File: src/rtl/msfd_pkg.sv
package msfd_pkg;

    // Character that closes a message on its own.
    localparam logic [6:0] CHAR_CR = 7'd13;

    // Frame layout: start bit, data bits, parity bit, stop bit.
    localparam int unsigned DATA_BITS = 7;
    localparam logic [3:0] POS_START  = 4'd0;
    localparam logic [3:0] POS_PARITY = 4'(DATA_BITS + 1);
    localparam logic [3:0] POS_STOP   = 4'(DATA_BITS + 2);
    localparam logic       STOP_LEVEL = 1'b1;

    // Reset value of the message byte limit.
    localparam logic [7:0] LIMIT_RESET = 8'd64;

    // Frame status codes.
    localparam logic [1:0] ST_OK         = 2'd0;
    localparam logic [1:0] ST_START_ERR  = 2'd1;
    localparam logic [1:0] ST_PARITY_ERR = 2'd2;
    localparam logic [1:0] ST_STOP_ERR   = 2'd3;

endpackage

File: src/rtl/meter_serial_frame_deframer_top.sv
// Deframer for a meter serial data line: start bit, seven data bits LSB first,
// an even parity bit and a stop bit.
// The slave stream carries one sampled line bit per transaction. The master
// stream carries one result per frame: the character in tdata, the frame status
// in tuser and a message end mark in tlast. A bad start bit gives an error result
// after one bit, a parity error after nine bits and a stop error after ten.
// The config channel writes the message byte limit; it is always ready.
// Throughput is one bit per cycle unless the output side stalls. A result
// appears on the master side in the cycle after the bit transaction that
// completes the frame; frame state and output register update on one clock edge.
// The output register decouples the two sides: a new bit is taken whenever the
// output register is empty or is being drained in the same cycle. If the
// receiver stalls with a result pending, s_tready drops until it is taken.
// Reset clears the frame state and message count, empties the output register
// and loads the byte limit with 64.
module meter_serial_frame_deframer_top
    import msfd_pkg::*;
(
    input  logic       clk,
    input  logic       rst_n,
    input  logic       s_tvalid,
    output logic       s_tready,
    input  logic [7:0] s_tdata,   // [0] data_bit, [7:1] zero
    output logic       m_tvalid,
    input  logic       m_tready,
    output logic [7:0] m_tdata,   // [6:0] char_value, [7] zero
    output logic [1:0] m_tuser,   // [1:0] frame_status
    output logic       m_tlast,
    input  logic       cfg_valid,
    output logic       cfg_ready,
    input  logic [7:0] cfg_data
);

    logic [7:0] limit_reg;
    logic [3:0] bit_pos_reg, bit_pos_next;
    logic [6:0] shift_reg, shift_next;
    logic       parity_reg, parity_next;
    logic [7:0] bytes_reg, bytes_next;

    logic       out_valid_reg;
    logic [6:0] out_char_reg;
    logic [1:0] out_status_reg;
    logic       out_last_reg;

    logic       s_fire;
    logic       in_bit;
    logic [3:0] pos;
    logic       emit;
    logic [6:0] emit_char;
    logic [1:0] emit_status;
    logic [8:0] count;
    logic       emit_last;

    assign s_fire    = s_tvalid && s_tready;
    assign s_tready  = !out_valid_reg || m_tready;
    assign in_bit    = s_tdata[0];
    assign cfg_ready = 1'b1;

    assign m_tvalid = out_valid_reg;
    assign m_tdata  = {1'b0, out_char_reg};
    assign m_tuser  = out_status_reg;
    assign m_tlast  = out_last_reg;

    // Unreachable positions fall back to awaiting the start bit.
    assign pos = (bit_pos_reg > POS_STOP) ? POS_START : bit_pos_reg;

    // Per-bit frame decode.
    always_comb
    begin
        bit_pos_next = pos;
        shift_next   = shift_reg;
        parity_next  = parity_reg;
        emit         = 1'b0;
        emit_char    = 7'd0;
        emit_status  = ST_OK;
        if (pos == POS_START)
        begin
            if (in_bit)
            begin
                emit        = 1'b1;
                emit_status = ST_START_ERR;
            end
            else
            begin
                shift_next   = 7'd0;
                parity_next  = 1'b0;
                bit_pos_next = 4'd1;
            end
        end
        else if (pos < POS_PARITY)
        begin
            if (in_bit)
            begin
                shift_next  = shift_reg | (7'd1 << (pos[2:0] - 3'd1));
                parity_next = !parity_reg;
            end
            bit_pos_next = pos + 4'd1;
        end
        else if (pos == POS_PARITY)
        begin
            if (in_bit != parity_reg)
            begin
                emit        = 1'b1;
                emit_status = ST_PARITY_ERR;
            end
            else
            begin
                bit_pos_next = pos + 4'd1;
            end
        end
        else
        begin
            emit = 1'b1;
            if (in_bit != STOP_LEVEL)
            begin
                emit_status = ST_STOP_ERR;
            end
            else
            begin
                emit_char = shift_reg;
            end
        end

        // Every result ends the frame.
        if (emit)
        begin
            bit_pos_next = POS_START;
            shift_next   = 7'd0;
            parity_next  = 1'b0;
        end
    end

    // Message counting and end mark.
    always_comb
    begin
        count     = {1'b0, bytes_reg} + 9'd1;
        emit_last = ((emit_status == ST_OK) && (emit_char == CHAR_CR))
                    || (count >= {1'b0, limit_reg});
        bytes_next = bytes_reg;
        if (emit)
        begin
            bytes_next = emit_last ? 8'd0 : count[7:0];
        end
    end

    // Configuration register.
    always_ff @(posedge clk or negedge rst_n)
    begin
        if (!rst_n)
        begin
            limit_reg <= LIMIT_RESET;
        end
        else if (cfg_valid && cfg_ready)
        begin
            limit_reg <= cfg_data;
        end
    end

    // Frame and message state.
    always_ff @(posedge clk or negedge rst_n)
    begin
        if (!rst_n)
        begin
            bit_pos_reg <= POS_START;
            shift_reg   <= 7'd0;
            parity_reg  <= 1'b0;
            bytes_reg   <= 8'd0;
        end
        else if (s_fire)
        begin
            bit_pos_reg <= bit_pos_next;
            shift_reg   <= shift_next;
            parity_reg  <= parity_next;
            bytes_reg   <= bytes_next;
        end
    end

    // Output register valid flag.
    always_ff @(posedge clk or negedge rst_n)
    begin
        if (!rst_n)
        begin
            out_valid_reg <= 1'b0;
        end
        else if (s_fire && emit)
        begin
            out_valid_reg <= 1'b1;
        end
        else if (m_tready)
        begin
            out_valid_reg <= 1'b0;
        end
    end

    // Output register payload.
    always_ff @(posedge clk)
    begin
        if (s_fire && emit)
        begin
            out_char_reg   <= emit_char;
            out_status_reg <= emit_status;
            out_last_reg   <= emit_last;
        end
    end

    // An error result never carries a character.
    a_err_char_zero: assert property (@(posedge clk) disable iff (!rst_n)
        (m_tvalid && (m_tuser != ST_OK)) |-> (m_tdata == 8'd0))
        else $error("error result carries a nonzero character");

    // The bit position never leaves the frame layout.
    a_pos_range: assert property (@(posedge clk) disable iff (!rst_n)
        bit_pos_reg <= POS_STOP)
        else $error("bit position out of range");

    // A result that closes a message clears the count.
    a_last_clears: assert property (@(posedge clk) disable iff (!rst_n)
        (s_fire && emit && emit_last) |=> (bytes_reg == 8'd0))
        else $error("message count not cleared after last result");

    // A high start bit gives a start error result in the next cycle.
    a_start_err: assert property (@(posedge clk) disable iff (!rst_n)
        (s_fire && (pos == POS_START) && in_bit)
        |=> (m_tvalid && (m_tuser == ST_START_ERR)))
        else $error("start bit error not reported");

endmodule
File: config.mk
export PLATFORM = sky130hd
export DESIGN_NAME = meter_serial_frame_deframer_top
export DESIGN_NICKNAME = d
export VERILOG_FILES = /design/src/rtl/msfd_pkg.sv /design/src/rtl/meter_serial_frame_deframer_top.sv
export SDC_FILE = /design/constraint.sdc
export NUM_CORES = 1
export LEC_CHECK = 0
export BUFFER_PORTS_ARGS = -buffer_cell sky130_fd_sc_hd__buf_2
export CAP_MARGIN = 20
export CORE_ASPECT_RATIO = 0.75
export CORE_MARGIN = 2
export CORE_UTILIZATION = 56
export DETAILED_ROUTE_END_ITERATION = 12
export PLACE_DENSITY = 0.78
export SYNTH_ARGS = -nofsm -noshare
export SYNTH_HDL_FRONTEND = slang
export SYNTH_SLANG_ARGS = --single-unit
File: constraint.sdc
create_clock -name clk -period 2.69 [get_ports clk]
set_input_delay 0.4035 -clock clk [delete_from_list [all_inputs] [get_ports clk]]
set_output_delay 0.4035 -clock clk [all_outputs]
set_load 0.02 [all_outputs]
## Word level (Yosys, flattened, before mapping)

Index checks and enable logic that the tools add are counted.

| operators by class | value |
|---|---|
| add/subtract/negate cells | 3 |
| bitwise gates (word level) | 1 |
| muxes and demuxes | 34 |
| equality and inequality tests | 4 |
| shift-type cells | 1 |
| $lt $le $gt $ge | 3 |
| reductions and logical operators | 15 |

Operators by type and width:

| operator | number |
|---|---|
| two-way mux 7 bit | 8 |
| two-way mux 4 bit | 7 |
| two-way mux 1 bit | 13 |
| two-way mux 2 bit | 5 |
| adder 8 x 1 -> 9 bit (second input constant) | 1 |
| greater-or-equal comparator 9 x 8 -> 1 bit | 1 |
| two-way mux 8 bit | 1 |
| equality test 7 x 4 -> 1 bit (second input constant) | 1 |
| OR 7 bit | 1 |
| << shifter 1 x 3 -> 7 bit (first input constant) | 1 |
| nonzero test 3 bit | 2 |
| adder 4 x 1 -> 4 bit (second input constant) | 1 |
| equality test 4 bit (second input constant) | 1 |
| greater-than comparator 4 bit (second input constant) | 1 |
| zero test 4 bit | 1 |
| < comparator 4 bit (second input constant) | 1 |
| AND reduction 4 bit | 1 |
| logical AND 1 bit | 3 |
| inequality test 3 bit (second input constant) | 1 |
| AND reduction 3 bit | 1 |
| subtractor 3 x 1 -> 3 bit (second input constant) | 1 |
| zero test 1 bit | 2 |
| zero test 2 bit | 1 |
| logical OR 1 bit | 2 |
| other kinds (3) | 3 |

| word-level totals | value |
|---|---|
| output and inout bits | 14 |
| register bits after elaboration | 39 |
| logic and storage cells | 70 |

## Logic depth before layout (Yosys ltp)

| depth | value |
|---|---|
| depth in word-level cells | 10 |
| depth in mapped cells | 10 |
| mapped depth without buffers | 10 |

## Least setup slack after synthesis

OpenSTA, ideal clock, no wires.

| timing path | value |
|---|---|
| kind | reg-to-reg |
| start | reg bytes_reg[0] |
| end | reg bytes_reg[4] |
| data arrival time | 2325 ps |
| cell stages (with the launch flop) | 10 |
| period minus slack after synthesis | 2417 ps |
| library setup time | 92 ps |
| buffers on the path | 0 |
| path slack | 273 ps |
| cell sequence | dfrtp_1 -> ha_1 -> nand3_1 -> nor2_1 -> xor2_1 -> ha_1 -> and4_1 -> a211oi_2 -> nand3_2 -> o31ai_2 |

| between the ends | value |
|---|---|
| cells in the longest elaborated chain, start to end | 4 |

Ends and longest elaborated chain:

| item | line | RTL |
|---|---|---|
| start: declaration | meter_serial_frame_deframer_top.sv:38 | `logic [7:0] bytes_reg, bytes_next;` |
| start signal: assignment | meter_serial_frame_deframer_top.sv:174 | `bytes_reg <= bytes_next;` |
| adder 8 x 1 -> 9 bit * | meter_serial_frame_deframer_top.sv:136 | `count = {1'b0, bytes_reg} + 9'd1;` |
| greater-or-equal comparator 9 x 8 -> 1 bit | meter_serial_frame_deframer_top.sv:138 | `\|\| (count >= {1'b0, limit_reg});` |
| logical OR 1 bit | meter_serial_frame_deframer_top.sv:138 |  |
| two-way mux 8 bit * | meter_serial_frame_deframer_top.sv:142 | `bytes_next = emit_last ? 8'd0 : count[7:0];` |

Mark *: on every way between the ends. The rest lies on a longest branch, timed or not.
A chain may end at the register's enable or synchronous reset.

## Worst setup path after layout

Ends and elaborated chain as after synthesis.

==> impl_metrics.json <==
{
  "fin_nets": 284,
  "drc_errors": 0,
  "critical_path_class": "reg -> reg",
  "crit_path_start_kind": "register",
  "path_delay_family": "compound AO/OA/AOI/OAI gates",
  "cpMostUsedCell": "ha_1",
  "insertion_delay_ns": 0.29,
  "ys_ff_latch": 39,
  "antenna_found_initial": 0,
  "num_antenna_cells": 0,
  "drt-pass1-iter-count": 4,
  "cpPeakStageDelay_ns": 0.41,
  "slew_violations": 0,
  "yosysWarningCount": 0,
  "cts_made_buffers": 5,
  "grt_max_degree": 30,
  "syn_nets": 255,
  "vias": 1637,
  "place_congestion": 0.865,
  "p_per_area_nw_per_um2": 876,
  "overflow": 0,
  "maxCapViolations": 0,
  "coreArea_sq_um": 3730,
  "fp.dieH_microns": 58.4,
  "cts.path.max_buffers": 2,
  "ctsHtreeMaxLevel": 2,
  "power_mw": 2.20,
  "ys_top_cells_by_area": "dfrtp_1 32%, edfxtp_1 14%, ha_1 8.5%",
  "path_cells": "ha_1 > nand3_1 > nor2_2 > xor2_1 > ha_1 > a21oi_1 > o32ai_1 > a211oi_2 > nand3_2 > o31ai_2",
  "clk_pin_slew_worst_paths_ns": 0.08,
  "pin_count": 35,
  "placed_cell_area_sq_um": 2400,
  "setup_violations": 0,
  "synth.distinct_cells": 47,
  "synthFlopType": "dfrtp_1",
  "crit_slowest_cell": "dfrtp_2",
  "finalCritPeriodShare_pct": 91.8,
  "end_kind": "register",
  "fin_crit_ns": 2.47,
  "p_leak_nw": 1.14,
  "viasPerCell": 5.44,
  "utilization_pct": 67.4,
  "final_layout_size_suffix_gt1_share_pct": 21.3,
  "finalHoldViolCount": 0,
  "clock_sinks": 39,
  "yosys.area.top_type": "dfrtp_1",
  "final_area_sq_um": 2510,
  "cp.required_ns": 2.90,
  "dr.first_iter.drc_count": 130,
  "max_slew_margin_pct": 57.1,
  "rsz0062_at_grt": "false",
  "ir_worst_vdd_mv": 0.638,
  "postCtsSetupBuffers": 0,
  "routed_wl_microns": 4150,
  "max_freq_mhz": 405,
  "synthCells": 219,
  "dpl.hpwl_microns": 2980,
  "async_flop_share_pct": 74.4,
  "crit_path_max_fanout": 6,
  "rows": 19,
  "holdWs_ns": 0.127,
  "syn_avg_cell_area_sq_um": 10.1,
  "start_util_pct": 59.2,
  "crit_arrival_ns": 2.68,
  "grt_pass1_wl_microns": 6960,
  "path_buf_inv": 0,
  "ys_seq_area_share_pct": 46.5,
  "fin_skew_ns": 0.00828,
  "tightest_slew_ns": 0.644,
  "status": "finished clean",
  "ant_nets": 0,
  "syn2layout_area_growth_pct": 13.8,
  "cts-root-buf": "clkbuf_8",
  "detail_route.wl_per_cell_microns": 13.8,
  "grt_pass1_vias": 1476,
  "worst_hold_path_type": "in -> async",
  "tns_ns": 0,
  "syn_area_sq_um": 2210,
  "cts_tree": "built",
  "fp.dieArea_sq_um": 4470,
  "die_w_microns": 76.5,
  "synthTopCellsByCount": "28 x dfrtp_1, 23 x nand2_1, 15 x ha_1",
  "synth.most_common_cell": "dfrtp_1",
  "port_buffers": 25,
  "synth-edff-count": 10,
  "synth_top_area_share_pct": 31.7,
  "grt_usage_pct": 20.6
}
## metrics by stage
stage	worst slack, ns	cells
after floorplan	0.273	219
after CTS	0.201	301
after global placement	0.285	293
after detailed placement	0.216	293
final	0.221	301
after global routing	0.00358	301
## cell usage in the layout (no fill, tap or decap), drive strengths merged, types with 3 or more instances in the layout
master,netlist,routed
a21o,3,3
a21oi,8,8
a22o,5,5
a32oi,3,3
and2,10,10
and3,3,3
buf,4,32
clkbuf,6,5
dfrtp,28,28
edfxtp,10,10
ha,15,15
inv,14,14
nand2,23,23
nand2b,6,6
nand3,10,10
nor2,11,11
o21ai,22,22
o31ai,5,5
xnor2,5,5
xor2,3,3
## timing repair
item	4_1_cts	5_1_grt
setup endpoints to repair	0	3
hold buffers	0	0
gates resized for setup	0	2
## final cells by class
type	instances	area [sq um]
clock buffer	5	68.8
inverter	14	52.6
multi-input combinational	156	1080
fill	288	1220
sequential	39	1030
clock inverter	3	43.8
timing repair buffer	32	178
tap	52	65.1
## final timing paths
kind	slack, ns	from	cells past startpoint	endpoint
max in group asynchronous	2.12	rst_n	1	bytes_reg[0]
worst max register to register	0.22	bytes_reg[0]	10	bytes_reg[4]
min in group clk	0.31	cfg_data[4]	3	limit_reg[4]
worst min-delay path	0.13	rst_n	1	m_tvalid
worst max-delay path	0.22	bytes_reg[0]	10	bytes_reg[4]
worst min register to register	0.51	bytes_reg[7]	2	bytes_reg[7]
## routing by layer
metal | up-vias | global-route usage, % | share of wire [%] | wire length (microns)
li1 | 838 | - | - | -
met1 | 747 | 28.5 | 50 | 2070
met2 | 46 | 31.1 | 44 | 1820
met3 | 6 | 5.37 | 4.7 | 193
met4 | 0 | 9.35 | 1.5 | 63
met5 | - | 0 | 0 | 0
## report_power, final
group          switching, mW  leakage, nW  internal, mW
clock                  0.210       0.0581         0.276
sequential             0.125        0.459         0.746
combinational          0.507        0.618         0.339
## cells by family (layout without fill, tap and decap cells)
family | count (synthesis) | in the layout | share of synthesized area [%]
compound gates | 55 | 55 | 17.8
simple gates | 75 | 75 | 18.4
mux | 1 | 1 | 0.510
flops | 39 | 39 | 46.5
fa+ha+maj | 15 | 15 | 8.49
other cells | 2 | 2 | 0.340
xor+xnor | 8 | 8 | 3.17
buf+inv | 24 | 54 | 4.81
Note: power is estimated with default switching activity, not from simulation.
